===== src/hw/rtl/rcl_pkg.sv =====
// ----------------------------------------------------------------------------
// Round-cap line outline: shared types and constants
// Word types for both channels, the pipeline word that travels through the
// normaliser and the CORDIC cells, and the fixed-point constants.
// ----------------------------------------------------------------------------
package rcl_pkg;

    // Default values of the top-level parameters.
    localparam int COORD_BITS_DEF   = 32;
    localparam int CORDIC_STEPS_DEF = 24;

    // Field widths fixed by the channel words.
    localparam int RAW_W   = 32;
    localparam int WIDTH_W = 24;

    // Internal fixed-point widths.
    localparam int XW   = 64;               // vectoring x/y
    localparam int UW   = 58;               // rotated offset, Q33
    localparam int MW   = 61;               // normalised magnitude, top bit at 60
    localparam int PW   = UW + 1 - 33;      // rounded offset in board units
    localparam int PRW  = WIDTH_W + 32;     // width times inverse gain
    localparam int NORM_STAGES = 6;         // shifts of 32, 16, 8, 4, 2, 1

    // 1/K of the CORDIC in Q32, so that the stroke width times this is r/K in Q33.
    localparam logic [31:0] INV_GAIN_Q32 = 32'h9B74EDA8;

    // Vertex positions in the outline.
    localparam logic [1:0] VTX_END_POS   = 2'd0;
    localparam logic [1:0] VTX_START_ARC = 2'd1;
    localparam logic [1:0] VTX_START_NEG = 2'd2;
    localparam logic [1:0] VTX_END_ARC   = 2'd3;

    typedef struct packed {
        logic signed [RAW_W-1:0] start_x;
        logic signed [RAW_W-1:0] start_y;
        logic signed [RAW_W-1:0] end_x;
        logic signed [RAW_W-1:0] end_y;
        logic [WIDTH_W-1:0]      stroke_width;
    } seg_t;

    typedef struct packed {
        logic [1:0]              vertex_index;
        logic                    is_arc;
        logic signed [RAW_W-1:0] vert_x;
        logic signed [RAW_W-1:0] vert_y;
        logic signed [RAW_W-1:0] center_x;
        logic signed [RAW_W-1:0] center_y;
        logic                    last_vertex;
    } vtx_t;

    typedef struct packed {
        seg_t                 seg;
        logic                 zero;
        logic                 flip;
        logic [MW-1:0]        mag;
        logic signed [XW-1:0] x;
        logic signed [XW-1:0] y;
        logic signed [UW-1:0] u;
        logic signed [UW-1:0] w;
    } pipe_t;

endpackage


===== src/hw/rtl/rcl_norm_stage.sv =====
// ----------------------------------------------------------------------------
// Round-cap line outline: normaliser stage
// One step of the leading-one search: shifts the direction left by SHIFT when
// the top SHIFT bits of the magnitude are clear.
// ----------------------------------------------------------------------------
module rcl_norm_stage #(
    parameter int SHIFT = 1
) (
    input  logic           aclk,
    input  logic           aresetn,
    input  logic           en,
    input  logic           in_vld,
    input  rcl_pkg::pipe_t in_data,
    output logic           out_vld,
    output rcl_pkg::pipe_t out_data
);

    logic           vld_reg;
    rcl_pkg::pipe_t d_reg;
    rcl_pkg::pipe_t d_next;

    always_comb begin
        d_next = in_data;
        if (in_data.mag[rcl_pkg::MW-1 -: SHIFT] == '0) begin
            d_next.mag = in_data.mag << SHIFT;
            d_next.x   = in_data.x <<< SHIFT;
            d_next.y   = in_data.y <<< SHIFT;
        end
    end

    always_ff @(posedge aclk) begin
        if (!aresetn) begin
            vld_reg <= 1'b0;
        end else if (en) begin
            vld_reg <= in_vld;
        end
    end

    always_ff @(posedge aclk) begin
        if (en) begin
            d_reg <= d_next;
        end
    end

    assign out_vld  = vld_reg;
    assign out_data = d_reg;

endmodule


===== config.mk =====
export PLATFORM = sky130hd
export DESIGN_NAME = rcl_norm_stage
export DESIGN_NICKNAME = d
export VERILOG_FILES = /design/src/hw/rtl/rcl_pkg.sv /design/src/hw/rtl/rcl_norm_stage.sv
export SDC_FILE = /design/constraint.sdc
export NUM_CORES = 1
export LEC_CHECK = 0
export BUFFER_PORTS_ARGS = -buffer_cell sky130_fd_sc_hd__buf_2
export CORE_AREA = 8 8 354 356
export DETAILED_ROUTE_END_ITERATION = 16
export DIE_AREA = 0 0 362 364
export PLACE_DENSITY = 0.38
export SETUP_SLACK_MARGIN = 0.4
export SLEW_MARGIN = 0
export SYNTH_ARGS = -nofsm -noshare
export SYNTH_HDL_FRONTEND = slang
export SYNTH_SLANG_ARGS = --single-unit

===== constraint.sdc =====
create_clock -name aclk -period 3.55 [get_ports aclk]
set_input_delay 0.5325 -clock aclk [delete_from_list [all_inputs] [get_ports aclk]]
set_output_delay 0.5325 -clock aclk [all_outputs]
set_load 0.01 [all_outputs]

==> run summary <==
The run gives 0.1264 as the aggregate global-route resource usage. At the later pin of the worst-skew pair, clock insertion delay measures 590 ps. In this run the power density over the cells is 529.3 nW/um2. The most critical setup path has its startpoint at out_data[364]. Detailed placement finished with a half-perimeter wire length of 72170 um.

The total wire length after detailed routing came out at 88510 um. Detailed routing inserted a total of 11992 vias. In this run, post-CTS hold repair placed 243 buffers.

The most used flip-flop cell after synthesis was edfxtp_1. The number of global-route vias before repair is 13158. The cell count after synthesis came out at 672. The worst hold path begins at in_data[328]. The total overflow left after global routing is 0. Synthesis produced a netlist with a net count of 1135. The startpoint-to-endpoint class of the critical path was flip-flop to output port. TritonCTS built the clock tree. The tools report the clock network fraction of total power as 0.414. Top cell family by delay on the critical path: flip-flops. The tools report the initial antenna violation count as 62. The path depth of the worst reg2reg path came out at 2. The run finished with clean final reports.

The dominant combinational cell family by area after synthesis was multiplexers. The summed negative setup slack over all endpoints is 0 ps. The total net switching power is 0.003735 W, and the detailed-route wire length per cell is 24.75 um. For the signal arrival time at the worst endpoint, the log shows 1430 ps. The clock period minus worst slack is 1964 ps.

The most frequent cell after synthesis was edfxtp_1. The total buffers and inverters traversed by the critical path was 1; the xor and xnor area share after synthesis was 0. The leakage power total was 11.42 nW.

For the layout net count, the log shows 2362. Once detail routing completed, the nets flagged for antenna violations numbered 0. The via count normalized by instance count works out to 3.353. Counting the buffers created by CTS gives 58.

The final hold violation count came out at 0. By area the synthesized netlist is led by edfxtp_1, mux2_4, mux2_2. For this run, design rule violations remaining after detail routing come to 0.

Across the run, the number of max-cap violations was 0. The floorplan row count is 127. The floorplan step set the die height to 364 um.

The longest clock path from root to sink contains 3 buffers. The clock tree root driver cell was clkbuf_16. The maximum cell stage delay along the critical path was 540 ps. In this run the post-CTS setup repair buffer count came out at 0. The first TritonRoute pass finished after 5 iterations. The number of gates resized after CTS was 0. STA classifies the critical path startpoint as a flip-flop. Setup repair after global routing left no endpoint under its margin.

The CTS sink count is 460. The internal power of the cells totals 0.01091 W. In this run the tool buffered the top-level ports with 922 buffer cells. The synthesis-to-layout area growth came out at 67.73%. For the part of the total power dissipated in sequential elements, the log shows 0.456. The worst hold path belongs to the class input pin to flip-flop.

The floorplan step defined a core boundary enclosing 119300 um2. The average footprint of a synthesized cell works out to 24.55 um2. The run gives 0.8446 as the placer congestion estimate.

The critical path goes through buf_2. The maximum operating frequency is 509.1 MHz. The synthesized-area fraction occupied by adder cells was 0; the hold path depth was 1. The tools report the capturing element type of the critical path as an output port. The tools report the global-route wire length before repair as 116300 um. Synthesis inferred 460 register bits. Cell type contributing the most total cell area after synthesis: edfxtp_1.

The worst slew slack as a fraction of its limit was 0.5767. Pin placement for this block handled 923 I/O pins. After clock tree synthesis, the clock-pin slew on the worst setup and hold paths is 60 ps. The fraction of registers with async set or reset after synthesis is 0, and the fraction of power spent switching nets is 0.2551. The maximum number of pins on one net before global-route repair was 83; the die outline width was 362 um. The post-synthesis compound-gate area fraction was 0; the number of design-rule violations left by the first detailed-router iteration was 691. For the die area, the log shows 131800 um2. The period utilization is 0.5533. The initial standard-cell utilization of the core was 0.1382; the maximum vdd drop was 0.3274 mV.

For the pin with the worst max-slew slack, the measured transition is 635.0 ps. After synthesis the cells add up to 16500 um2. The worst register-to-register path begins at out_vld. The combinational power share came out at 0.130. Total power for the finished layout comes to 0.01465 W. At the worst endpoint, the required time is 3020 ps.

Setup violations remaining at the end of the flow were counted as 0. The multiplexer fraction of the synthesized cell area was 0.1497; the sequential element share of the synthesized area was 0.8368. The cell count along the critical path is 1, and the total of fill cells in the finished design is 12622. The maximum fanout along the worst path is 1.

The number of distinct library cells after synthesis came out at 10. Master of the slowest instance on the critical path: edfxtp_1. Number of H-tree branching levels: 2. The top cell type's share of synthesized area works out to 0.8356.

The run gives 0 ps as the largest clock skew in the final design. During synthesis, Yosys emitted a total of 0 warnings. The fraction of layout instances using a drive strength above 1 works out to 0.6278.

By count the netlist is led by edfxtp_1, mux2_4, mux2_2. The post-synthesis simple-gate area fraction was 0.001896; the count of flip-flops with a built-in enable after synthesis was 459. The final number of max-transition violations was 0.
## flip-flops by register name, summed over array words and instances (netlist names)
register	cells
out_vld	1
out_data	459
## worst paths after layout
path | end | slack (ps)
setup / recovery | out_data[364] | 1590
setup reg to reg | out_vld | 2960
hold reg to reg | out_vld | 530
hold / removal | out_data[328] | 70
## placed cells by master (no fill, tap or decap), types with 5 or more instances in the layout
cell,instances
clkinv_2,11
dlygate4sd3_1,243
mux2_2,85
edfxtp_1,459
buf_4,14
clkinv_4,5
buf_12,9
clkbuf_16,58
bufinv_16,7
clkinv_1,10
clkbuf_1,6
diode_2,19
buf_2,920
mux2_4,100
## worst reg2reg max path: stages (launching register included)
cell     delay [ps]
dfxtp_1         310
mux2i_1         120
nor2b_1          60
## cell type report
class                      instances  area (um2)  share of cell area
multi-input combinational        191        2500             0.09035
antenna                           19       47.55            0.001718
tap                             1612        2017             0.07289
clock inverter                    42       475.5             0.01718
sequential                       460       13800              0.4989
timing repair buffer            1188        7352              0.2657
clock buffer                      64        1474             0.05327
## per-stage QoR
stage | util | cell area (um2) | hold slack, ps | setup WS, ps | instances
2_1_floorplan | - | 16500 | 538.3 | 2042 | 672
3_3_place_gp | 0.1947 | 23240 | 556.2 | 1557 | 3208
3_5_place_dp | 0.1947 | 23240 | 525.5 | 1539 | 3208
4_1_cts | 0.2315 | 27620 | 0.5760 | 1455 | 3557
5_1_grt | 0.2316 | 27630 | 14.68 | 1487 | 3562
6_report | 0.2319 | 27670 | 74.10 | 1586 | 3576
## per-layer routing
metal / track usage / vias up / part of all wire
met4: 0.03825 / 34 / 0.030
met5: 0 / - / 0.0025
met2: 0.2079 / 671 / 0.47
met3: 0.05667 / 137 / 0.11
met1: 0.1481 / 5951 / 0.39
li1: - / 5199 / -
## logic make-up (layout without fill, tap and decap cells)
kind of cell | Yosys count | after routing
buffers and inverters | 21 | 1294
AND/OR/NAND/NOR | 5 | 5
multiplexers | 186 | 186
other | 0 | 19
flip-flops | 460 | 460
## power by group through the flow
stage          registers (W)  logic (W)  clock network [W]
2_1_floorplan        0.00699   0.000286                  0
3_3_place_gp         0.00679    0.00172                  0
3_5_place_dp         0.00678    0.00172                  0
4_1_cts              0.00669    0.00197            0.00632
5_1_grt              0.00673    0.00202            0.00648
6_report             0.00668    0.00190            0.00607
Note: power is estimated with default switching activity, not from simulation.
