<file path="config.mk">
export PLATFORM = sky130hd
export DESIGN_NAME = rcl_cordic_cell
export DESIGN_NICKNAME = d
export VERILOG_FILES = /design/src/hw/rtl/rcl_pkg.sv /design/src/hw/rtl/rcl_cordic_cell.sv
export SDC_FILE = /design/constraint.sdc
export NUM_CORES = 1
export LEC_CHECK = 0
export BUFFER_PORTS_ARGS = -buffer_cell sky130_fd_sc_hd__buf_4
export CAP_MARGIN = 20
export CORE_AREA = 2 2 356 358
export CTS_BUF_LIST = sky130_fd_sc_hd__clkbuf_16
export DETAILED_ROUTE_END_ITERATION = 7
export DIE_AREA = 0 0 358 360
export SETUP_SLACK_MARGIN = 0.05
export SLEW_MARGIN = 20
export SYNTH_ARGS = -nofsm -noshare
export SYNTH_HDL_FRONTEND = slang
export SYNTH_SLANG_ARGS = --single-unit
</file>
<file path="constraint.sdc">
create_clock -name aclk -period 4.45 [get_ports aclk]
set_input_delay 1.1125 -clock aclk [delete_from_list [all_inputs] [get_ports aclk]]
set_output_delay 1.1125 -clock aclk [all_outputs]
set_load 0.02 [all_outputs]
</file>
<file path="src/hw/rtl/rcl_pkg.sv">
// ----------------------------------------------------------------------------
// Round-cap line outline: shared types and constants
// Word types for both channels, the pipeline word that travels through the
// normaliser and the CORDIC cells, and the fixed-point constants.
// ----------------------------------------------------------------------------
package rcl_pkg;

    // Default values of the top-level parameters.
    localparam int COORD_BITS_DEF   = 32;
    localparam int CORDIC_STEPS_DEF = 24;

    // Field widths fixed by the channel words.
    localparam int RAW_W   = 32;
    localparam int WIDTH_W = 24;

    // Internal fixed-point widths.
    localparam int XW   = 64;               // vectoring x/y
    localparam int UW   = 58;               // rotated offset, Q33
    localparam int MW   = 61;               // normalised magnitude, top bit at 60
    localparam int PW   = UW + 1 - 33;      // rounded offset in board units
    localparam int PRW  = WIDTH_W + 32;     // width times inverse gain
    localparam int NORM_STAGES = 6;         // shifts of 32, 16, 8, 4, 2, 1

    // 1/K of the CORDIC in Q32, so that the stroke width times this is r/K in Q33.
    localparam logic [31:0] INV_GAIN_Q32 = 32'h9B74EDA8;

    // Vertex positions in the outline.
    localparam logic [1:0] VTX_END_POS   = 2'd0;
    localparam logic [1:0] VTX_START_ARC = 2'd1;
    localparam logic [1:0] VTX_START_NEG = 2'd2;
    localparam logic [1:0] VTX_END_ARC   = 2'd3;

    typedef struct packed {
        logic signed [RAW_W-1:0] start_x;
        logic signed [RAW_W-1:0] start_y;
        logic signed [RAW_W-1:0] end_x;
        logic signed [RAW_W-1:0] end_y;
        logic [WIDTH_W-1:0]      stroke_width;
    } seg_t;

    typedef struct packed {
        logic [1:0]              vertex_index;
        logic                    is_arc;
        logic signed [RAW_W-1:0] vert_x;
        logic signed [RAW_W-1:0] vert_y;
        logic signed [RAW_W-1:0] center_x;
        logic signed [RAW_W-1:0] center_y;
        logic                    last_vertex;
    } vtx_t;

    typedef struct packed {
        seg_t                 seg;
        logic                 zero;
        logic                 flip;
        logic [MW-1:0]        mag;
        logic signed [XW-1:0] x;
        logic signed [XW-1:0] y;
        logic signed [UW-1:0] u;
        logic signed [UW-1:0] w;
    } pipe_t;

endpackage

</file>
<file path="src/hw/rtl/rcl_cordic_cell.sv">
// ----------------------------------------------------------------------------
// Round-cap line outline: CORDIC cell
// One vectoring step on (x, y) and the matching rotation of the offset
// (u, w), with a fixed shift of SHIFT.
// ----------------------------------------------------------------------------
module rcl_cordic_cell #(
    parameter int SHIFT = 0
) (
    input  logic           aclk,
    input  logic           aresetn,
    input  logic           en,
    input  logic           in_vld,
    input  rcl_pkg::pipe_t in_data,
    output logic           out_vld,
    output rcl_pkg::pipe_t out_data
);

    logic           vld_reg;
    rcl_pkg::pipe_t d_reg;
    rcl_pkg::pipe_t d_next;

    always_comb begin
        logic signed [rcl_pkg::XW-1:0] x;
        logic signed [rcl_pkg::XW-1:0] y;
        logic signed [rcl_pkg::UW-1:0] u;
        logic signed [rcl_pkg::UW-1:0] w;
        logic signed [rcl_pkg::XW-1:0] xs;
        logic signed [rcl_pkg::XW-1:0] ys;
        logic signed [rcl_pkg::UW-1:0] us;
        logic signed [rcl_pkg::UW-1:0] ws;
        x  = in_data.x;
        y  = in_data.y;
        u  = in_data.u;
        w  = in_data.w;
        xs = x >>> SHIFT;
        ys = y >>> SHIFT;
        us = u >>> SHIFT;
        ws = w >>> SHIFT;
        d_next = in_data;
        if (!y[rcl_pkg::XW-1]) begin
            d_next.x = x + ys;
            d_next.y = y - xs;
            d_next.u = u - ws;
            d_next.w = w + us;
        end else begin
            d_next.x = x - ys;
            d_next.y = y + xs;
            d_next.u = u + ws;
            d_next.w = w - us;
        end
        // A zero-length segment keeps its straight-down offset.
        if (in_data.zero) begin
            d_next.u = u;
            d_next.w = w;
        end
    end

    always_ff @(posedge aclk) begin
        if (!aresetn) begin
            vld_reg <= 1'b0;
        end else if (en) begin
            vld_reg <= in_vld;
        end
    end

    always_ff @(posedge aclk) begin
        if (en) begin
            d_reg <= d_next;
        end
    end

    assign out_vld  = vld_reg;
    assign out_data = d_reg;

endmodule

</file>
==> out/results.md <==
| Result | Reported | Unit |
|---|---|---|
| Result of the run | finished clean | - |
| Full die area | 129000 | um^2 |
| Residual DRC | 0 | - |
| Routed wire length per instance | 27.4 | um |
| Max-slew violation total from the final report | 0 | - |
| Maximum level of the CTS H-tree | 2 | - |
| CTS resizes | 0 | - |
| Largest net degree at the start of global routing | 132 | - |
| TritonCTS clock tree | built | - |
| Number of failing hold endpoints at the final stage | 0 | - |
| IO buf count | 922 | - |
| Final WS setup | 0.162 | ns |
| Sequential fraction of the synthesis area | 0.356 | - |
| Total Routing Usage GR | 0.311 | - |
| Overall power of the completed layout | 17.8 | mW |
| Die Wd | 358 | um |
| Syn avg cell area | 8.81 | um^2 |
| Weighted congestion at the end of routability-driven global placement | 1.05 | - |
| Worst reg2reg setup slack | 3.84 | ns |
| Fraction of the core area covered by cells at the end of the flow | 0.438 | - |
| Type of the worst min-delay path | reg -> reg | - |
| Net Count, Synth | 5234 | - |
| Total clock sinks | 459 | - |
| Effective utilization at floorplan | 0.309 | - |
| Predominant post-synthesis flop cell | edfxtp_1 | - |
| Number of placement rows | 130 | - |
| HP Start | out_vld | - |
| Minimum clock period after layout | 4.29 | ns |
| Worst rel slew slack | 0.276 | - |
| R2r endpoint | out_vld | - |
| Footprint of the multi-input gates | 22500 | um^2 |
| Endpoint kind of the worst setup timing path | flip-flop | - |
| Total wire length | 210000 | um |
| Reg-to-Reg Start | out_vld | - |
| Library cell used as clock root buffer | clkbuf_16 | - |
| Arrival @ worst endpoint | 4.86 | ns |
| Clock buffer count from CTS | 58 | - |
| HPWL after detailed placement | 174000 | um |
| Critical path launch point | in_data[8] | - |
| Critical Path RT | 5.03 | ns |
| Instance count of the mapped netlist | 4387 | - |
| Final setup violation count | 0 | - |
| Worst Max-Slew Pin Slew | 1.09 | ns |
| FF+latch area | 13800 | um^2 |
| Sum Neg Setup Slack | 0 | ns |
| Number of buffers inserted by hold repair at cts | 0 | - |
| Final Cycle Share | 0.964 | - |
| Maximum fanout along the worst path | 6 | - |
| DR iter-0 viols | 4013 | - |
| Via count normalized by instance count | 5.44 | - |
| Netlist cell types | 102 | - |
| Endpoint of the worst setup timing path | out_data[94] | - |
| Iteration count of the initial detailed-routing pass | 5 | - |
| Post-route antenna net violation count | 0 | - |
| P per Cell Area | 325 | nW/um^2 |
| Largest voltage drop on the vdd net | 0.000347 | V |
| Total gr overflow | 0 | - |
| Cell leakage power | 24.6 | nW |
| Worst Setup Slack post-DPL | -0.419 | ns |
| Number of buffers inserted to repair setup after CTS | 0 | - |
| Fin Clk Skew | 0 | ns |
| Cells on worst reg2reg path | 2 | - |
| RSZ-0062 raised after global routing | no | - |
| Number of buffers on the longest clock path | 3 | - |
| Number of antenna violations at the first check in global routing | 27 | - |
| Via count | 41.6k | - |
| Instance area after placement | 52800 | um^2 |
| Setup CP Type | in -> reg | - |
| Flip-flop and latch count after synthesis | 459 | - |
| Share of post-route cells with drive strength above 1 | 0.313 | - |
| Vias in the first global route | 40.6k | - |
| Relative area change from synthesis to final layout | 41.8 | % |
| Startpoint Class | input port | - |
| Layout filler cell count | 12.5k | - |
| Die Ht | 360 | um |
| Total I/O pin count | 923 | - |
| Summed instance area of the synthesized netlist | 38600 | um^2 |
| Ys async rst share | 0 | - |
| Max_cap viols | 0 | - |
| Number of synthesized flops with an enable pin | 458 | - |
| First-pass GRT wire length | 292000 | um |
| Worst-skew pair later-pin latency | 0.68 | ns |
| Highest attainable clock frequency | 233 | MHz |
| Core Region | 125000 | um^2 |
| Final net count | 6778 | - |
| Clock edge transition at the registers on the reported setup and hold paths | 0.06 | ns |
| Summed area of non-filler cells in the final layout | 54800 | um^2 |
| Synth warnings | 0 | - |
[layer usage]
layer | routed length (um) | up-vias | track usage
met5 | 113 | - | 0
met4 | 15300 | 18 | 0.193
met3 | 17700 | 379 | 0.0713
met2 | 97600 | 1990 | 0.512
met1 | 79000 | 20040 | 0.365
li1 | - | 19161 | -
[area by class of cell]
type | instances | area share
Clock buffer | 58 | 0.0265
Antenna cell | 15 | 0.000685
Multi-Input combinational cell | 3316 | 0.411
Clock inverter | 52 | 0.00900
Inverter | 395 | 0.0272
Timing Repair Buffer | 1701 | 0.237
Tap cell | 1650 | 0.0377
Sequential cell | 459 | 0.251
[power breakdown]
part           switching (mW)  internal (mW)
Sequential              0.323           5.42
Clock                    2.18           2.70
Combinational            4.26           2.92
[stage by stage]
stage	cells	hold WS, ns
2_1_floorplan	4387	0.589
3_3_place_gp	7521	0.516
3_5_place_dp	7521	0.525
4_1_cts	7631	0.537
5_1_grt	7637	0.555
6_report	7646	0.551
[cell usage after synthesis, drive strengths merged (7+ instances only)]
cell     count  area (um^2)
a21oi      530         2660
edfxtp     458        13800
inv        387         1450
ha         378         4730
o21ai      351         1780
nor2       318         1190
nand2      283         1060
xnor2      199         1740
clkbuf     141          529
o21bai     115          871
nor3       103          515
a21o        87          653
mux2i       87          871
buf         76          359
nand4       75          469
nand3       63          315
o31ai       60          460
nor4        54          344
o211ai      54          405
a211oi      52          395
a31oi       49          319
nor2b       45          282
o21a        40          300
nand2b      32          200
or3         25          156
or2         24          150
a221oi      23          201
a21boi      18          135
o31a        17          149
and3        16          100
and2        15         93.8
o311ai      14          130
a2111oi     13          145
a311oi      11         96.3
xor2        11         96.3
nand3b       9         67.6
a211o        8         70.1
clkinv       8         30.0
o2111ai      8         70.1
o22ai        8         50.1
a221o        7         70.1
o41ai        7         76.3
[how the worst min path moves through the flow]
| stage | endpoint | slack [ns] | cells after the start |
|---|---|---|---|
| after floorplan | out_vld | 0.59 | 2 |
| after global placement | out_vld | 0.52 | 2 |
| after detailed placement | out_vld | 0.52 | 2 |
| after CTS | out_data[433] | 0.54 | 1 |
| after global routing | out_data[307] | 0.55 | 1 |
| final | out_vld | 0.55 | 2 |
[placed cells by master, fill, tap and decap left out, types with 47 or more instances in the layout]
cell type | netlist | routed
buf_4 | 5 | 1684
a31oi_1 | 47 | 47
a21oi_1 | 528 | 528
a211oi_1 | 51 | 51
mux2i_1 | 87 | 87
o21ai_1 | 76 | 76
o31ai_1 | 58 | 58
o21ai_0 | 271 | 271
edfxtp_1 | 458 | 458
o211ai_1 | 54 | 54
nor4_1 | 53 | 53
nand3_1 | 63 | 63
nand2_1 | 283 | 283
nor2_1 | 318 | 318
nand4_1 | 75 | 75
o21bai_1 | 113 | 113
inv_1 | 359 | 365
clkbuf_16 | 0 | 58
nor3_1 | 103 | 103
a21o_1 | 87 | 87
ha_1 | 378 | 378
xnor2_1 | 199 | 199
[flip-flops by register name (all words and copies together), names as in the netlist]
name	cells
out_data	458
out_vld	1
[critical path: stages]
cell      delay (ns)
buf_4           0.09
inv_1           0.03
ha_1            0.45
buf_4           0.21
nand2_1         0.12
buf_4           0.17
nor4_1          0.42
nand2b_1        0.18
nor2b_1         0.21
buf_4           0.15
or2_1           0.23
a21o_1          0.27
a211oi_1        0.13
o311ai_0        0.85
buf_4           0.23
[cells by family after synthesis]
| kind of cell | synth area share |
|---|---|
| compound gates | 0.251 |
| simple gates | 0.135 |
| buf+inv | 0.0614 |
| flops | 0.356 |
| fa+ha+maj | 0.126 |
| xor+xnor | 0.0476 |
| mux | 0.0231 |
(Power assumes the default switching activity.)
