**src/hw/rtl/rcl_pkg.sv**
```systemverilog
// ----------------------------------------------------------------------------
// Round-cap line outline: shared types and constants
// Word types for both channels, the pipeline word that travels through the
// normaliser and the CORDIC cells, and the fixed-point constants.
// ----------------------------------------------------------------------------
package rcl_pkg;

    // Default values of the top-level parameters.
    localparam int COORD_BITS_DEF   = 32;
    localparam int CORDIC_STEPS_DEF = 24;

    // Field widths fixed by the channel words.
    localparam int RAW_W   = 32;
    localparam int WIDTH_W = 24;

    // Internal fixed-point widths.
    localparam int XW   = 64;               // vectoring x/y
    localparam int UW   = 58;               // rotated offset, Q33
    localparam int MW   = 61;               // normalised magnitude, top bit at 60
    localparam int PW   = UW + 1 - 33;      // rounded offset in board units
    localparam int PRW  = WIDTH_W + 32;     // width times inverse gain
    localparam int NORM_STAGES = 6;         // shifts of 32, 16, 8, 4, 2, 1

    // 1/K of the CORDIC in Q32, so that the stroke width times this is r/K in Q33.
    localparam logic [31:0] INV_GAIN_Q32 = 32'h9B74EDA8;

    // Vertex positions in the outline.
    localparam logic [1:0] VTX_END_POS   = 2'd0;
    localparam logic [1:0] VTX_START_ARC = 2'd1;
    localparam logic [1:0] VTX_START_NEG = 2'd2;
    localparam logic [1:0] VTX_END_ARC   = 2'd3;

    typedef struct packed {
        logic signed [RAW_W-1:0] start_x;
        logic signed [RAW_W-1:0] start_y;
        logic signed [RAW_W-1:0] end_x;
        logic signed [RAW_W-1:0] end_y;
        logic [WIDTH_W-1:0]      stroke_width;
    } seg_t;

    typedef struct packed {
        logic [1:0]              vertex_index;
        logic                    is_arc;
        logic signed [RAW_W-1:0] vert_x;
        logic signed [RAW_W-1:0] vert_y;
        logic signed [RAW_W-1:0] center_x;
        logic signed [RAW_W-1:0] center_y;
        logic                    last_vertex;
    } vtx_t;

    typedef struct packed {
        seg_t                 seg;
        logic                 zero;
        logic                 flip;
        logic [MW-1:0]        mag;
        logic signed [XW-1:0] x;
        logic signed [XW-1:0] y;
        logic signed [UW-1:0] u;
        logic signed [UW-1:0] w;
    } pipe_t;

endpackage

```
**src/hw/rtl/rcl_front.sv**
```systemverilog
// ----------------------------------------------------------------------------
// Round-cap line outline: front end
// Registers the segment, forms the direction and the scaled radius, then
// folds the vector into the right half-plane and prepares the CORDIC word.
// ----------------------------------------------------------------------------
module rcl_front #(
    parameter int COORD_BITS = rcl_pkg::COORD_BITS_DEF
) (
    input  logic          aclk,
    input  logic          aresetn,
    input  logic          en,
    input  logic          in_vld,
    input  rcl_pkg::seg_t in_data,
    output logic          out_vld,
    output rcl_pkg::pipe_t out_data
);

    localparam int CW = COORD_BITS;

    logic                          a_vld_reg;
    rcl_pkg::seg_t                 a_seg_reg;
    logic signed [CW:0]            a_dx_reg;
    logic signed [CW:0]            a_dy_reg;
    logic [rcl_pkg::PRW-1:0]       a_prod_reg;
    logic                          a_zero_reg;

    logic signed [CW:0]            a_dx_next;
    logic signed [CW:0]            a_dy_next;
    logic [rcl_pkg::PRW-1:0]       a_prod_next;
    logic                          a_zero_next;

    logic                          b_vld_reg;
    rcl_pkg::pipe_t                b_reg;
    rcl_pkg::pipe_t                b_next;

    logic signed [rcl_pkg::XW-1:0] xd;
    logic signed [rcl_pkg::XW-1:0] yd;
    logic signed [rcl_pkg::XW-1:0] ay;
    logic [rcl_pkg::UW-1:0]        w_mag;

    // Coordinates are the low COORD_BITS bits of the zero-extended word.
    function automatic logic signed [CW-1:0] to_coord(input logic [rcl_pkg::RAW_W-1:0] raw);
        logic [63:0] r64;
        r64 = {32'd0, raw};
        return r64[CW-1:0];
    endfunction

    always_comb begin
        logic signed [CW-1:0] sxc;
        logic signed [CW-1:0] syc;
        logic signed [CW-1:0] exc;
        logic signed [CW-1:0] eyc;
        sxc = to_coord(in_data.start_x);
        syc = to_coord(in_data.start_y);
        exc = to_coord(in_data.end_x);
        eyc = to_coord(in_data.end_y);
        a_dx_next   = (CW+1)'(sxc) - (CW+1)'(exc);
        a_dy_next   = (CW+1)'(syc) - (CW+1)'(eyc);
        a_zero_next = (sxc == exc) && (syc == eyc);
        a_prod_next = rcl_pkg::PRW'(in_data.stroke_width) * rcl_pkg::PRW'(rcl_pkg::INV_GAIN_Q32);
    end

    always_ff @(posedge aclk) begin
        if (!aresetn) begin
            a_vld_reg <= 1'b0;
        end else if (en) begin
            a_vld_reg <= in_vld;
        end
    end

    always_ff @(posedge aclk) begin
        if (en) begin
            a_seg_reg  <= in_data;
            a_dx_reg   <= a_dx_next;
            a_dy_reg   <= a_dy_next;
            a_prod_reg <= a_prod_next;
            a_zero_reg <= a_zero_next;
        end
    end

    // A negative x turns the whole vector by a half turn; the offset is turned
    // back when it is rounded.
    always_comb begin
        xd    = rcl_pkg::XW'(a_dx_reg);
        yd    = rcl_pkg::XW'(a_dy_reg);
        ay    = yd[rcl_pkg::XW-1] ? -yd : yd;
        w_mag = a_zero_reg ? (rcl_pkg::UW'(a_seg_reg.stroke_width) << 32)
                           : rcl_pkg::UW'(a_prod_reg);
        b_next.seg  = a_seg_reg;
        b_next.zero = a_zero_reg;
        b_next.flip = a_dx_reg[CW];
        b_next.x    = a_dx_reg[CW] ? -xd : xd;
        b_next.y    = a_dx_reg[CW] ? -yd : yd;
        b_next.mag  = b_next.x[rcl_pkg::MW-1:0] | ay[rcl_pkg::MW-1:0];
        b_next.u    = '0;
        b_next.w    = -$signed(w_mag);
    end

    always_ff @(posedge aclk) begin
        if (!aresetn) begin
            b_vld_reg <= 1'b0;
        end else if (en) begin
            b_vld_reg <= a_vld_reg;
        end
    end

    always_ff @(posedge aclk) begin
        if (en) begin
            b_reg <= b_next;
        end
    end

    assign out_vld  = b_vld_reg;
    assign out_data = b_reg;

endmodule

```
**config.mk**
```make
export PLATFORM = sky130hd
export DESIGN_NAME = rcl_front
export DESIGN_NICKNAME = d
export VERILOG_FILES = /design/src/hw/rtl/rcl_pkg.sv /design/src/hw/rtl/rcl_front.sv
export SDC_FILE = /design/constraint.sdc
export NUM_CORES = 2
export LEC_CHECK = 0
export BUFFER_PORTS_ARGS = -buffer_cell sky130_fd_sc_hd__buf_2
export CAP_MARGIN = 0
export CORE_MARGIN = 2
export CORE_UTILIZATION = 45
export CTS_CLUSTER_DIAMETER = 30
export CTS_CLUSTER_SIZE = 24
export DETAILED_ROUTE_END_ITERATION = 12
export GPL_TIMING_DRIVEN = 0
export PLACE_DENSITY = 0.65
export SLEW_MARGIN = 20
export SYNTH_ARGS = -nofsm -noshare
export SYNTH_HDL_FRONTEND = slang
export SYNTH_SLANG_ARGS = --single-unit
```
**constraint.sdc**
```tcl
create_clock -name aclk -period 10.6 [get_ports aclk]
set_input_delay 2.12 -clock aclk [delete_from_list [all_inputs] [get_ports aclk]]
set_output_delay 2.12 -clock aclk [all_outputs]
set_load 0.005 [all_outputs]
```
==> impl_metrics.env <==
export IMPL_critical_path_top_delay_family="adder cells"
export IMPL_tritoncts_num_buffers=140
export IMPL_clock_sink_count=670
export IMPL_worstSetupStartpointType="primary input"
export IMPL_drcViolationCount=0
export IMPL_worst_path_largest_cell_delay_ns=0.63
export IMPL_routed_via_count=27200
export IMPL_ctsHtreeMaxLevel=4
export IMPL_synth_seq_area_share=0.489
export IMPL_antenna_found_initial=14
export IMPL_outcome="completed"
export IMPL_cts_clk_slew_worst_paths_ns=0.05
export IMPL_max_slew_margin=0.367
export IMPL_fp_dieArea_sq_um=93700
export IMPL_drtAntennaViolNets=0
export IMPL_total_buffers_and_inverters_traversed_by_the_critical_path=7
export IMPL_final_period_minus_worst_setup_slack_ns=8.96
export IMPL_critical_path_peak_fanout=7
export IMPL_num_nets_final=4874
export IMPL_timing_final_max_slew_violations=0
export IMPL_grt_setup_unrepaired="false"
export IMPL_vias_in_the_first_global_route=27500
export IMPL_global_route_met2_utilization=0.438
export IMPL_cts_setup_buffers=0
export IMPL_core_sq_um=90300
export IMPL_grt_most_used_layer="met2"
export IMPL_timing_worst_slew_pin_value_ns=0.935
export IMPL_largest_net_degree_at_the_start_of_global_routing=104
export IMPL_post_synthesis_cell_type_count=71
export IMPL_dieHeight_um=306
export IMPL_postSynthRegisterBits=670
export IMPL_fp_dieW_um=306
export IMPL_wl_per_cell_um=21.7
export IMPL_timing_fmax_mhz=112
export IMPL_final_tns_setup_ns=0
export IMPL_synth_async_reset_ratio=0
export IMPL_critical_path_required_ns=11.05
export IMPL_postCtsResizedCells=0
export IMPL_postRouteWirelength_um=116000
export IMPL_post_dp_hpwl_um=94700
export IMPL_holdBufCountCts=0
export IMPL_ctsRootBufferMaster="clkbuf_16"
export IMPL_min_from="a_seg_reg[88]"
export IMPL_critPathSlowestCell="fa_1"
export IMPL_area_growth_syn_to_layout_pct=22.9
export IMPL_synthesis_area_sq_um=41100
export IMPL_cp_startpoint="in_data[12]"
export IMPL_timing_final_setup_violations=0
export IMPL_initial_utilization=0.455
export IMPL_clk_path_buf_depth=3
export IMPL_syn_avg_cell_area_sq_um=12.5
export IMPL_io_pins=616
export IMPL_grt_met3_usage=0.0579
export IMPL_globalRouteMet1Util=0.295
export IMPL_io_buffer_count=554
export IMPL_launch_point_of_the_worst_reg_to_reg_path="a_zero_reg"
export IMPL_tritoncts_clock_tree="built"
export IMPL_final_hold_viol_count=0
export IMPL_grt_overflow_total=0
export IMPL_max_cap_violations=0
export IMPL_yosysWarnings=0
export IMPL_cp_cell_instances="buf_2, ha_1, inv_1, fa_1, inv_1, fa_1, inv_1, fa_1, inv_1, fa_1, fa_1, inv_1, fa_1, inv_1, ha_1, a21oi_1, o21ai_0, o21ai_0, a21boi_0, nand4_1, o21ai_0, a21oi_1, o21ai_0, xor2_1"
export IMPL_edff_count_synth=668
export IMPL_final_min_period_over_clock_period=0.845
export IMPL_crit_path_end_kind="register"
export IMPL_drt_pass1_iterations=6
export IMPL_gp_congestion=0.982
export IMPL_clock_insertion_delay_worst_skew_ns=0.73
export IMPL_row_count=110
export IMPL_drive_gt1_frac=0.206
export IMPL_largest_reg_flops=398
export IMPL_holdCritPathClass="register to register"
export IMPL_synthCells=3293
export IMPL_clock_skew_final_ns=0.0269
export IMPL_synth_top_flop_cell="edfxtp_1"
export IMPL_critPathKind="primary input to register"
export IMPL_first_iter_violations=1987
export IMPL_post_drt_via_cell_ratio=5.06
export IMPL_critical_path_at_ns=9.41
export IMPL_grtUsageTotal=0.248
export IMPL_grt_first_pass_wirelength_um=171000
-- final cells by class --
type / instances / area, sq um
Timing Repair Buffer: 562 / 2990
Fill cell: 7672 / 39800
Sequential cell: 670 / 20100
Inverter: 536 / 2010
Multi-Input combinational cell: 2025 / 18500
Clock buffer: 163 / 3610
Clock inverter: 89 / 990
Antenna cell: 2 / 5.00
Buffer: 153 / 805
Tap cell: 1176 / 1470
-- routing by layer --
metal | wire, um | vias to the layer above
met2 | 59300 | 887
met4 | 3930 | 8
met3 | 7820 | 204
met1 | 45400 | 13300
li1 | - | 12800
met5 | 58 | -
-- layout by cell type (no fill, tap or decap), types with 11 or more instances in the layout --
cell type,n
a211oi_1,13
a21o_1,53
a21oi_1,135
a31oi_1,14
and3_1,18
buf_2,554
buf_4,61
bufinv_16,11
clkbuf_1,105
clkbuf_16,141
clkinv_1,21
clkinv_2,17
conb_1,92
edfxtp_1,668
fa_1,294
ha_1,336
inv_1,536
inv_6,12
mux2i_1,17
nand2_1,147
nand2b_1,47
nand3_1,42
nand4_1,24
nor2_1,129
nor2b_1,21
nor3_1,62
nor4_1,29
o21a_1,17
o21ai_0,124
o21bai_1,15
o31ai_1,16
or2_2,12
or3_1,26
xnor2_1,136
xor2_1,100
-- through the flow --
step / cell area [sq um] / hold WS (ns) / setup WS [ns] / cells / utilization
floorplan: 41400 / 0.400 / 2.60 / 3384 / -
global placement: 45700 / 0.400 / -3.17 / 5114 / 0.506
detailed placement: 45900 / 0.405 / 0.994 / 5122 / 0.508
CTS: 50500 / 0.402 / 1.78 / 5374 / 0.559
global route: 50500 / 0.411 / 1.25 / 5375 / 0.559
finish: 50500 / 0.405 / 1.64 / 5376 / 0.559
-- synth_stat cells (all sizes together), types with 5 or more instances --
library cell / number / area [sq um]
a2111oi: 7 / 61.3
a211o: 6 / 52.6
a211oi: 13 / 97.6
a21o: 53 / 398
a21oi: 135 / 676
a31oi: 14 / 87.6
and3: 19 / 124
buf: 70 / 493
clkbuf: 83 / 312
edfxtp: 668 / 20100
fa: 294 / 5890
ha: 336 / 4200
inv: 536 / 2010
mux2i: 17 / 170
nand2: 147 / 552
nand2b: 48 / 303
nand3: 42 / 210
nand4: 24 / 150
nor2: 129 / 484
nor2b: 21 / 131
nor3: 62 / 310
nor4: 32 / 228
o211ai: 5 / 37.5
o21a: 17 / 128
o21ai: 125 / 626
o21bai: 16 / 124
o22ai: 5 / 31.3
o31ai: 16 / 120
o41ai: 6 / 52.6
or2: 12 / 75.1
or3: 29 / 196
or4: 8 / 63.8
xnor2: 136 / 1190
xor2: 100 / 876
-- final timing paths --
check,endpoint,slack [ns],cells after the start
max reg2reg,out_data[55],4.56,15
min,out_data[395],0.41,0
min reg2reg,out_data[395],0.41,0
max,a_prod_reg[49],1.64,24
-- logic make-up (layout without fill, tap and decap cells) --
family / Yosys count / after routing / synth area share
other cells: 1 / 94 / 0.0000913
xor+xnor: 236 / 236 / 0.0503
buf+inv: 689 / 1503 / 0.0686
simple gates: 592 / 592 / 0.0725
compound gates: 454 / 454 / 0.0686
mux: 21 / 21 / 0.00524
fa+ha+maj: 630 / 630 / 0.246
flops: 670 / 670 / 0.489
Power is left out: the tool's default activity adds up to more than one toggle a clock period on the data nets, which glitch-free logic cannot reach.
