## src/hw/rtl/rcl_pkg.sv

```systemverilog
// ----------------------------------------------------------------------------
// Round-cap line outline: shared types and constants
// Word types for both channels, the pipeline word that travels through the
// normaliser and the CORDIC cells, and the fixed-point constants.
// ----------------------------------------------------------------------------
package rcl_pkg;

    // Default values of the top-level parameters.
    localparam int COORD_BITS_DEF   = 32;
    localparam int CORDIC_STEPS_DEF = 24;

    // Field widths fixed by the channel words.
    localparam int RAW_W   = 32;
    localparam int WIDTH_W = 24;

    // Internal fixed-point widths.
    localparam int XW   = 64;               // vectoring x/y
    localparam int UW   = 58;               // rotated offset, Q33
    localparam int MW   = 61;               // normalised magnitude, top bit at 60
    localparam int PW   = UW + 1 - 33;      // rounded offset in board units
    localparam int PRW  = WIDTH_W + 32;     // width times inverse gain
    localparam int NORM_STAGES = 6;         // shifts of 32, 16, 8, 4, 2, 1

    // 1/K of the CORDIC in Q32, so that the stroke width times this is r/K in Q33.
    localparam logic [31:0] INV_GAIN_Q32 = 32'h9B74EDA8;

    // Vertex positions in the outline.
    localparam logic [1:0] VTX_END_POS   = 2'd0;
    localparam logic [1:0] VTX_START_ARC = 2'd1;
    localparam logic [1:0] VTX_START_NEG = 2'd2;
    localparam logic [1:0] VTX_END_ARC   = 2'd3;

    typedef struct packed {
        logic signed [RAW_W-1:0] start_x;
        logic signed [RAW_W-1:0] start_y;
        logic signed [RAW_W-1:0] end_x;
        logic signed [RAW_W-1:0] end_y;
        logic [WIDTH_W-1:0]      stroke_width;
    } seg_t;

    typedef struct packed {
        logic [1:0]              vertex_index;
        logic                    is_arc;
        logic signed [RAW_W-1:0] vert_x;
        logic signed [RAW_W-1:0] vert_y;
        logic signed [RAW_W-1:0] center_x;
        logic signed [RAW_W-1:0] center_y;
        logic                    last_vertex;
    } vtx_t;

    typedef struct packed {
        seg_t                 seg;
        logic                 zero;
        logic                 flip;
        logic [MW-1:0]        mag;
        logic signed [XW-1:0] x;
        logic signed [XW-1:0] y;
        logic signed [UW-1:0] u;
        logic signed [UW-1:0] w;
    } pipe_t;

endpackage

```

## src/hw/rtl/rcl_emit.sv

```systemverilog
// ----------------------------------------------------------------------------
// Round-cap line outline: vertex emitter
// Rounds the offset of one segment, then sends its four vertices, one word a
// cycle when not stalled, through a registered output stage with saturated sums.
// ----------------------------------------------------------------------------
module rcl_emit #(
    parameter int COORD_BITS = rcl_pkg::COORD_BITS_DEF
) (
    input  logic           aclk,
    input  logic           aresetn,
    input  logic           in_vld,
    input  rcl_pkg::pipe_t in_data,
    output logic           take,
    output logic           m_valid,
    input  logic           m_ready,
    output rcl_pkg::vtx_t  m_data
);

    localparam int CW = COORD_BITS;
    localparam int PW = rcl_pkg::PW;
    localparam int SW = ((CW > PW) ? CW : PW) + 1;
    localparam logic signed [SW-1:0] SAT_HI = {{(SW-CW+1){1'b0}}, {(CW-1){1'b1}}};
    localparam logic signed [SW-1:0] SAT_LO = {{(SW-CW+1){1'b1}}, {(CW-1){1'b0}}};

    logic                   e_vld_reg;
    logic [1:0]             cnt_reg;
    rcl_pkg::seg_t          e_seg_reg;
    logic signed [PW-1:0]   e_pdx_reg;
    logic signed [PW-1:0]   e_pdy_reg;
    logic signed [PW-1:0]   e_pdx_next;
    logic signed [PW-1:0]   e_pdy_next;

    logic                   m_vld_reg;
    rcl_pkg::vtx_t          m_data_reg;
    rcl_pkg::vtx_t          m_data_next;

    logic                   out_load;

    function automatic logic signed [CW-1:0] to_coord(input logic [rcl_pkg::RAW_W-1:0] raw);
        logic [63:0] r64;
        r64 = {32'd0, raw};
        return r64[CW-1:0];
    endfunction

    // Q33 to board units, rounding half upwards; a half-turned offset is
    // negated in the same add.
    function automatic logic signed [PW-1:0] round_q33(input logic signed [rcl_pkg::UW-1:0] v,
                                                       input logic neg);
        logic signed [rcl_pkg::UW:0] t;
        logic signed [rcl_pkg::UW:0] bias;
        bias = neg ? ((rcl_pkg::UW+1)'(1) << 32) + (rcl_pkg::UW+1)'(1)
                   : ((rcl_pkg::UW+1)'(1) << 32);
        t = (rcl_pkg::UW+1)'(neg ? ~v : v) + bias;
        return t[rcl_pkg::UW:33];
    endfunction

    function automatic logic [rcl_pkg::RAW_W-1:0] to_word(input logic signed [CW-1:0] c);
        logic signed [63:0] c64;
        c64 = 64'(c);
        return c64[rcl_pkg::RAW_W-1:0];
    endfunction

    function automatic logic signed [CW-1:0] sat_sum(input logic signed [CW-1:0] base,
                                                     input logic signed [PW-1:0] pd,
                                                     input logic sub);
        logic signed [SW-1:0] pe;
        logic signed [SW-1:0] s;
        pe = SW'(pd);
        s  = SW'(base) + (sub ? ~pe : pe) + SW'(sub);
        if (s > SAT_HI) begin
            return SAT_HI[CW-1:0];
        end else if (s < SAT_LO) begin
            return SAT_LO[CW-1:0];
        end
        return s[CW-1:0];
    endfunction

    assign out_load = e_vld_reg && (!m_vld_reg || m_ready);
    assign take     = !e_vld_reg || (out_load && (cnt_reg == rcl_pkg::VTX_END_ARC));

    always_comb begin
        e_pdx_next = round_q33(in_data.u, in_data.flip);
        e_pdy_next = round_q33(in_data.w, in_data.flip);
    end

    always_comb begin
        logic                 from_start;
        logic                 sub;
        logic signed [CW-1:0] bx;
        logic signed [CW-1:0] by;
        from_start = 1'b0;
        sub        = 1'b0;
        case (cnt_reg)
            rcl_pkg::VTX_END_POS: begin
                from_start = 1'b0;
                sub        = 1'b0;
            end
            rcl_pkg::VTX_START_ARC: begin
                from_start = 1'b1;
                sub        = 1'b0;
            end
            rcl_pkg::VTX_START_NEG: begin
                from_start = 1'b1;
                sub        = 1'b1;
            end
            rcl_pkg::VTX_END_ARC: begin
                from_start = 1'b0;
                sub        = 1'b1;
            end
            default: begin
                from_start = 1'b0;
                sub        = 1'b0;
            end
        endcase
        bx = from_start ? to_coord(e_seg_reg.start_x) : to_coord(e_seg_reg.end_x);
        by = from_start ? to_coord(e_seg_reg.start_y) : to_coord(e_seg_reg.end_y);
        m_data_next.vertex_index = cnt_reg;
        m_data_next.is_arc       = (cnt_reg == rcl_pkg::VTX_START_ARC) ||
                                   (cnt_reg == rcl_pkg::VTX_END_ARC);
        m_data_next.vert_x       = to_word(sat_sum(bx, e_pdx_reg, sub));
        m_data_next.vert_y       = to_word(sat_sum(by, e_pdy_reg, sub));
        m_data_next.center_x     = m_data_next.is_arc ? to_word(bx) : '0;
        m_data_next.center_y     = m_data_next.is_arc ? to_word(by) : '0;
        m_data_next.last_vertex  = (cnt_reg == rcl_pkg::VTX_END_ARC);
    end

    always_ff @(posedge aclk) begin
        if (!aresetn) begin
            e_vld_reg <= 1'b0;
            cnt_reg   <= rcl_pkg::VTX_END_POS;
            m_vld_reg <= 1'b0;
        end else begin
            if (take) begin
                e_vld_reg <= in_vld;
                cnt_reg   <= rcl_pkg::VTX_END_POS;
            end else if (out_load) begin
                cnt_reg <= cnt_reg + 2'd1;
            end
            if (out_load) begin
                m_vld_reg <= 1'b1;
            end else if (m_ready) begin
                m_vld_reg <= 1'b0;
            end
        end
    end

    always_ff @(posedge aclk) begin
        if (take && in_vld) begin
            e_seg_reg <= in_data.seg;
            e_pdx_reg <= e_pdx_next;
            e_pdy_reg <= e_pdy_next;
        end
        if (out_load) begin
            m_data_reg <= m_data_next;
        end
    end

    assign m_valid = m_vld_reg;
    assign m_data  = m_data_reg;

endmodule

```

## config.mk

```make
export PLATFORM = sky130hd
export DESIGN_NAME = rcl_emit
export DESIGN_NICKNAME = d
export VERILOG_FILES = /design/src/hw/rtl/rcl_pkg.sv /design/src/hw/rtl/rcl_emit.sv
export SDC_FILE = /design/constraint.sdc
export NUM_CORES = 1
export LEC_CHECK = 0
export ABC_AREA = 1
export CORE_AREA = 3 3 232 234
export DETAILED_ROUTE_END_ITERATION = 8
export DIE_AREA = 0 0 235 237
export DONT_BUFFER_PORTS = 1
export GPL_ROUTABILITY_DRIVEN = 0
export PLACE_DENSITY_LB_ADDON = 0.08
export SLEW_MARGIN = 10
export SYNTH_ARGS = -nofsm -noshare
export SYNTH_HDL_FRONTEND = slang
export SYNTH_SLANG_ARGS = --single-unit
```

## constraint.sdc

```tcl
create_clock -name aclk -period 17.5 [get_ports aclk]
set_input_delay 0.875 -clock aclk [delete_from_list [all_inputs] [get_ports aclk]]
set_output_delay 0.875 -clock aclk [all_outputs]
set_load 0.1 [all_outputs]
```

==> reports/qor.csv <==
stage;metric;value;unit
pwr;NetSw;1.04;mW
global_routing;largest net degree at the start of global routing;167;
sta;setup ws final;12400;ps
sta;Slew HR;22.8;%
worst_setup_path;Crit path largest cell delay;790;ps
sta;final worst path period share;29.1;%
worst_setup_path;r2r endpoint;m_data[114]$_DFFE_PP_;
logic_synthesis;#FFs+latches synth;316;
pwr;share of power burned in the clock network;28.4;%
pwr;Leak;8.76;nW
global_routing;vias in the first global route;15100;
clocking;clk_lat worst skew;550;ps
floorplanning;Initial Utilization;37.9;%
floorplanning;die width;235;um
logic_synthesis;FFs w/ async S/R, synth;0;%
worst_setup_path;Critical Path Start Type;flip-flop;
placed_design;Placed Instances;2979;
logic_synthesis;ys flop type;edfxtp_1;
final_layout;Post-Layout Cell Count;3052;
worst_setup_path;CP Class;reg -> reg;
pwr;Flop pwr share;50.6;%
worst_setup_path;Worst R2R Start;cnt_reg[1]$_SDFFE_PP0P_;
clocking;Clock Path Buffers;3;
clocking;Post-CTS Hold Fix Bufs;0;
clocking;H-Tree Level Count;2;
run;max-cap viol count;0;
min_path;worst hold path class;in -> reg;
final_layout;area grow syn2layout;8.98;%
final_layout;max FFs per register;132;
pwr;Pint;1.54;mW
route;drt first pass iters;7;
route;DR vias/cell;5.10;
pwr;PwrDens;119;mW/mm^2
worst_setup_path;sequence of cells on the critical path;ha_1 > nor2_4 > buf_4 > xnor2_1 > ha_1 > a21oi_1 > o21ai_0 > a21oi_1 > nand2_1 > a21oi_1 > inv_1 > nand2_1 > nand3_1 > nand2_1 > nand2_1;
placed_design;DPL Wire Length;50300;um
global_routing;first-pass GRT wire length;94400;um
sta;Fin. Hold Viols;0;
logic_synthesis;top-area cell type share of the netlist area;47.4;%
worst_setup_path;cell mode on critical path;nand2_1;
route;initial drt markers;1017;
logic_synthesis;Ys Warns;0;
logic_synthesis;most common cell in the synthesized netlist;nand2_1;
clocking;CTS root buf;clkbuf_16;
global_routing;total gr overflow;0;
min_path;Hold Path Stages;0;
pwr;VDD IR max;0.0619;mV
outcome;status;finished, final reports clean;
clocking;CTS tree;done;
worst_setup_path;r2r worst-path depth;15;
logic_synthesis;Syn Nets;2868;
min_path;worst hold start;in_data[422];
clocking;# Post-CTS Setup Buffers;0;
sta;worst slew pin tran;1150;ps
clocking;clock slew at reported path FFs;60;ps
clocking;clk sink count;316;
logic_synthesis;number of synthesized flops with an enable pin;312;
sta;Tmin final;5100;ps
global_routing;total track usage;22.2;%
clocking;post-cts sizing count;0;
logic_synthesis;Post-synth top cells;793 x nand2_1, 312 x edfxtp_1, 289 x nor2_1, 169 x inv_1, 151 x a21oi_1;
logic_synthesis;Yosys cell types;46;
floorplanning;total I/O pin count;597;
route;total number of vias;15600;
clocking;cts bufs inserted;39;
logic_synthesis;top cells by area, synth;edfxtp_1 47%, nand2_1 15%, xnor2_1 5.9%;
worst_setup_path;CP Data Arrival Time;5350;ps
pwr;Combinational Power Share;21.0;%
floorplanning;Die Y;237;um
logic_synthesis;area leader, netlist;edfxtp_1;
sta;Pins Over Slew Limit;0;
sta;RSZ-0062 raised after global routing;false;
final_layout;fin nets;2862;
route;DR WL/cell;20.8;um
sta;setup TNS;0;ps
sta;Clock Skew;16.6;ps
placed_design;pre-CTS setup slack;12440;ps
worst_setup_path;Crit-path slowest cell;xnor2_1;
worst_setup_path;Worst EP required;17750;ps
global_routing;initial antenna violation count;14;
placed_design;# port buffers;0;
sta;endpoints failing setup;0;
route;WL final;63400;um
logic_synthesis;mapped cell area;0.0198;mm^2
logic_synthesis;register area share after synthesis;47.8;%
pwr;Power Total;2.57;mW
logic_synthesis;gate count after technology mapping;2338;
logic_synthesis;syn avg cell area;8.46;um^2
worst_setup_path;FF-to-FF setup slack;12400;ps
worst_setup_path;CP Max Fanout;52;
floorplanning;core area;0.0522;mm^2
route;drc violations;0;
pwr;Switching Share;40.3;%
floorplanning;full die area;0.0557;mm^2
floorplanning;Cell Rows;84;
worst_setup_path;CP Capture Type;flip-flop;
route;post-route ant nets;0;
final_layout;layout cells sized above 1;3.31;%
min_path;hold endpoint;e_seg_reg[115]$_DFFE_PP_;
sta;fmax;196;MHz
## power by group through the flow
| stage | clock, mW | combinational (mW) | sequential, mW |
|---|---|---|---|
| CTS | 0.756 | 0.543 | 1.30 |
| detailed placement | 0 | 0.540 | 1.32 |
| floorplan | 0 | 0.404 | 1.31 |
| global placement | 0 | 0.538 | 1.32 |
| global route | 0.791 | 0.615 | 1.31 |
| finish | 0.732 | 0.540 | 1.30 |
## cells by family (layout without fill, tap and decap cells)
kind of cell               Yosys count  count (layout)  share of synthesized area [%]
buffers and inverters              224             244                           5.00
adders and majority gates           67              67                           4.31
AOI/OAI and AO/OA                  228             228                           6.26
other                                0               6                              0
DFF                                316             316                           47.8
and+or+nand+nor                   1252            1252                           25.4
xor gates and xnor gates           251             251                           11.3
## critical path: cells and delay by family (launching register included)
family,cells,cell delay (ps)
compound gates,4,880
fa+ha+maj,2,830
xor+xnor,1,790
simple gates,6,1360
flops,1,430
buf+inv,2,460
## metal layers
layer / up-vias / part of all wire (%) / global-route usage, %
met5: - / 0.19 / 0
met3: 97 / 9.1 / 7.93
met2: 562 / 41 / 32.1
li1: 7689 / - / -
met1: 7208 / 47 / 31.7
met4: 16 / 2.4 / 5.43
## cell usage in the layout, fill, tap and decap left out, drive strengths merged, types with 13 or more instances in the layout
cell type	instances
ha	65
xnor2	136
nor2	291
nor3	20
nand3b	13
o21ai	42
clkinv	18
nand4	29
nand3	82
edfxtp	312
xor2	115
nand2	795
clkbuf	47
a21oi	153
o21bai	15
inv	171
## final cells by class
| cell class | count | area (um^2) |
|---|---|---|
| fillers | 5236 | 30700 |
| flip-flops and latches | 316 | 9450 |
| multi-input cells | 1798 | 9380 |
| clock buffers | 47 | 1050 |
| well taps | 688 | 861 |
| inverters | 170 | 643 |
| clock inverters | 20 | 97.6 |
| repair buffers | 7 | 65.1 |
| diodes | 6 | 15.0 |
## worst max-delay path by stage
stage | from | end | slack (ps) | depth (start not counted)
floorplan | m_ready | e_pdx_reg[0]$_DFFE_PP_ | 8210 | 4
global placement | cnt_reg[1]$_SDFFE_PP0P_ | m_data[97]$_DFFE_PP_ | 12470 | 15
detailed placement | cnt_reg[1]$_SDFFE_PP0P_ | m_data[94]$_DFFE_PP_ | 12440 | 15
CTS | cnt_reg[1]$_SDFFE_PP0P_ | m_data[94]$_DFFE_PP_ | 12420 | 15
global route | cnt_reg[1]$_SDFFE_PP0P_ | m_data[97]$_DFFE_PP_ | 11890 | 15
finish | cnt_reg[1]$_SDFFE_PP0P_ | m_data[114]$_DFFE_PP_ | 12400 | 15
## stage by stage
stage                     area (um^2)  util, %  hold slack [ps]
after floorplan                 19800        -              447
after global placement          20400     39.0              462
after detailed placement        20400     39.0              466
after CTS                       21500     41.2              387
after global routing            21500     41.2              388
final                           21600     41.3              424
Power figures use the tool's default switching activity.
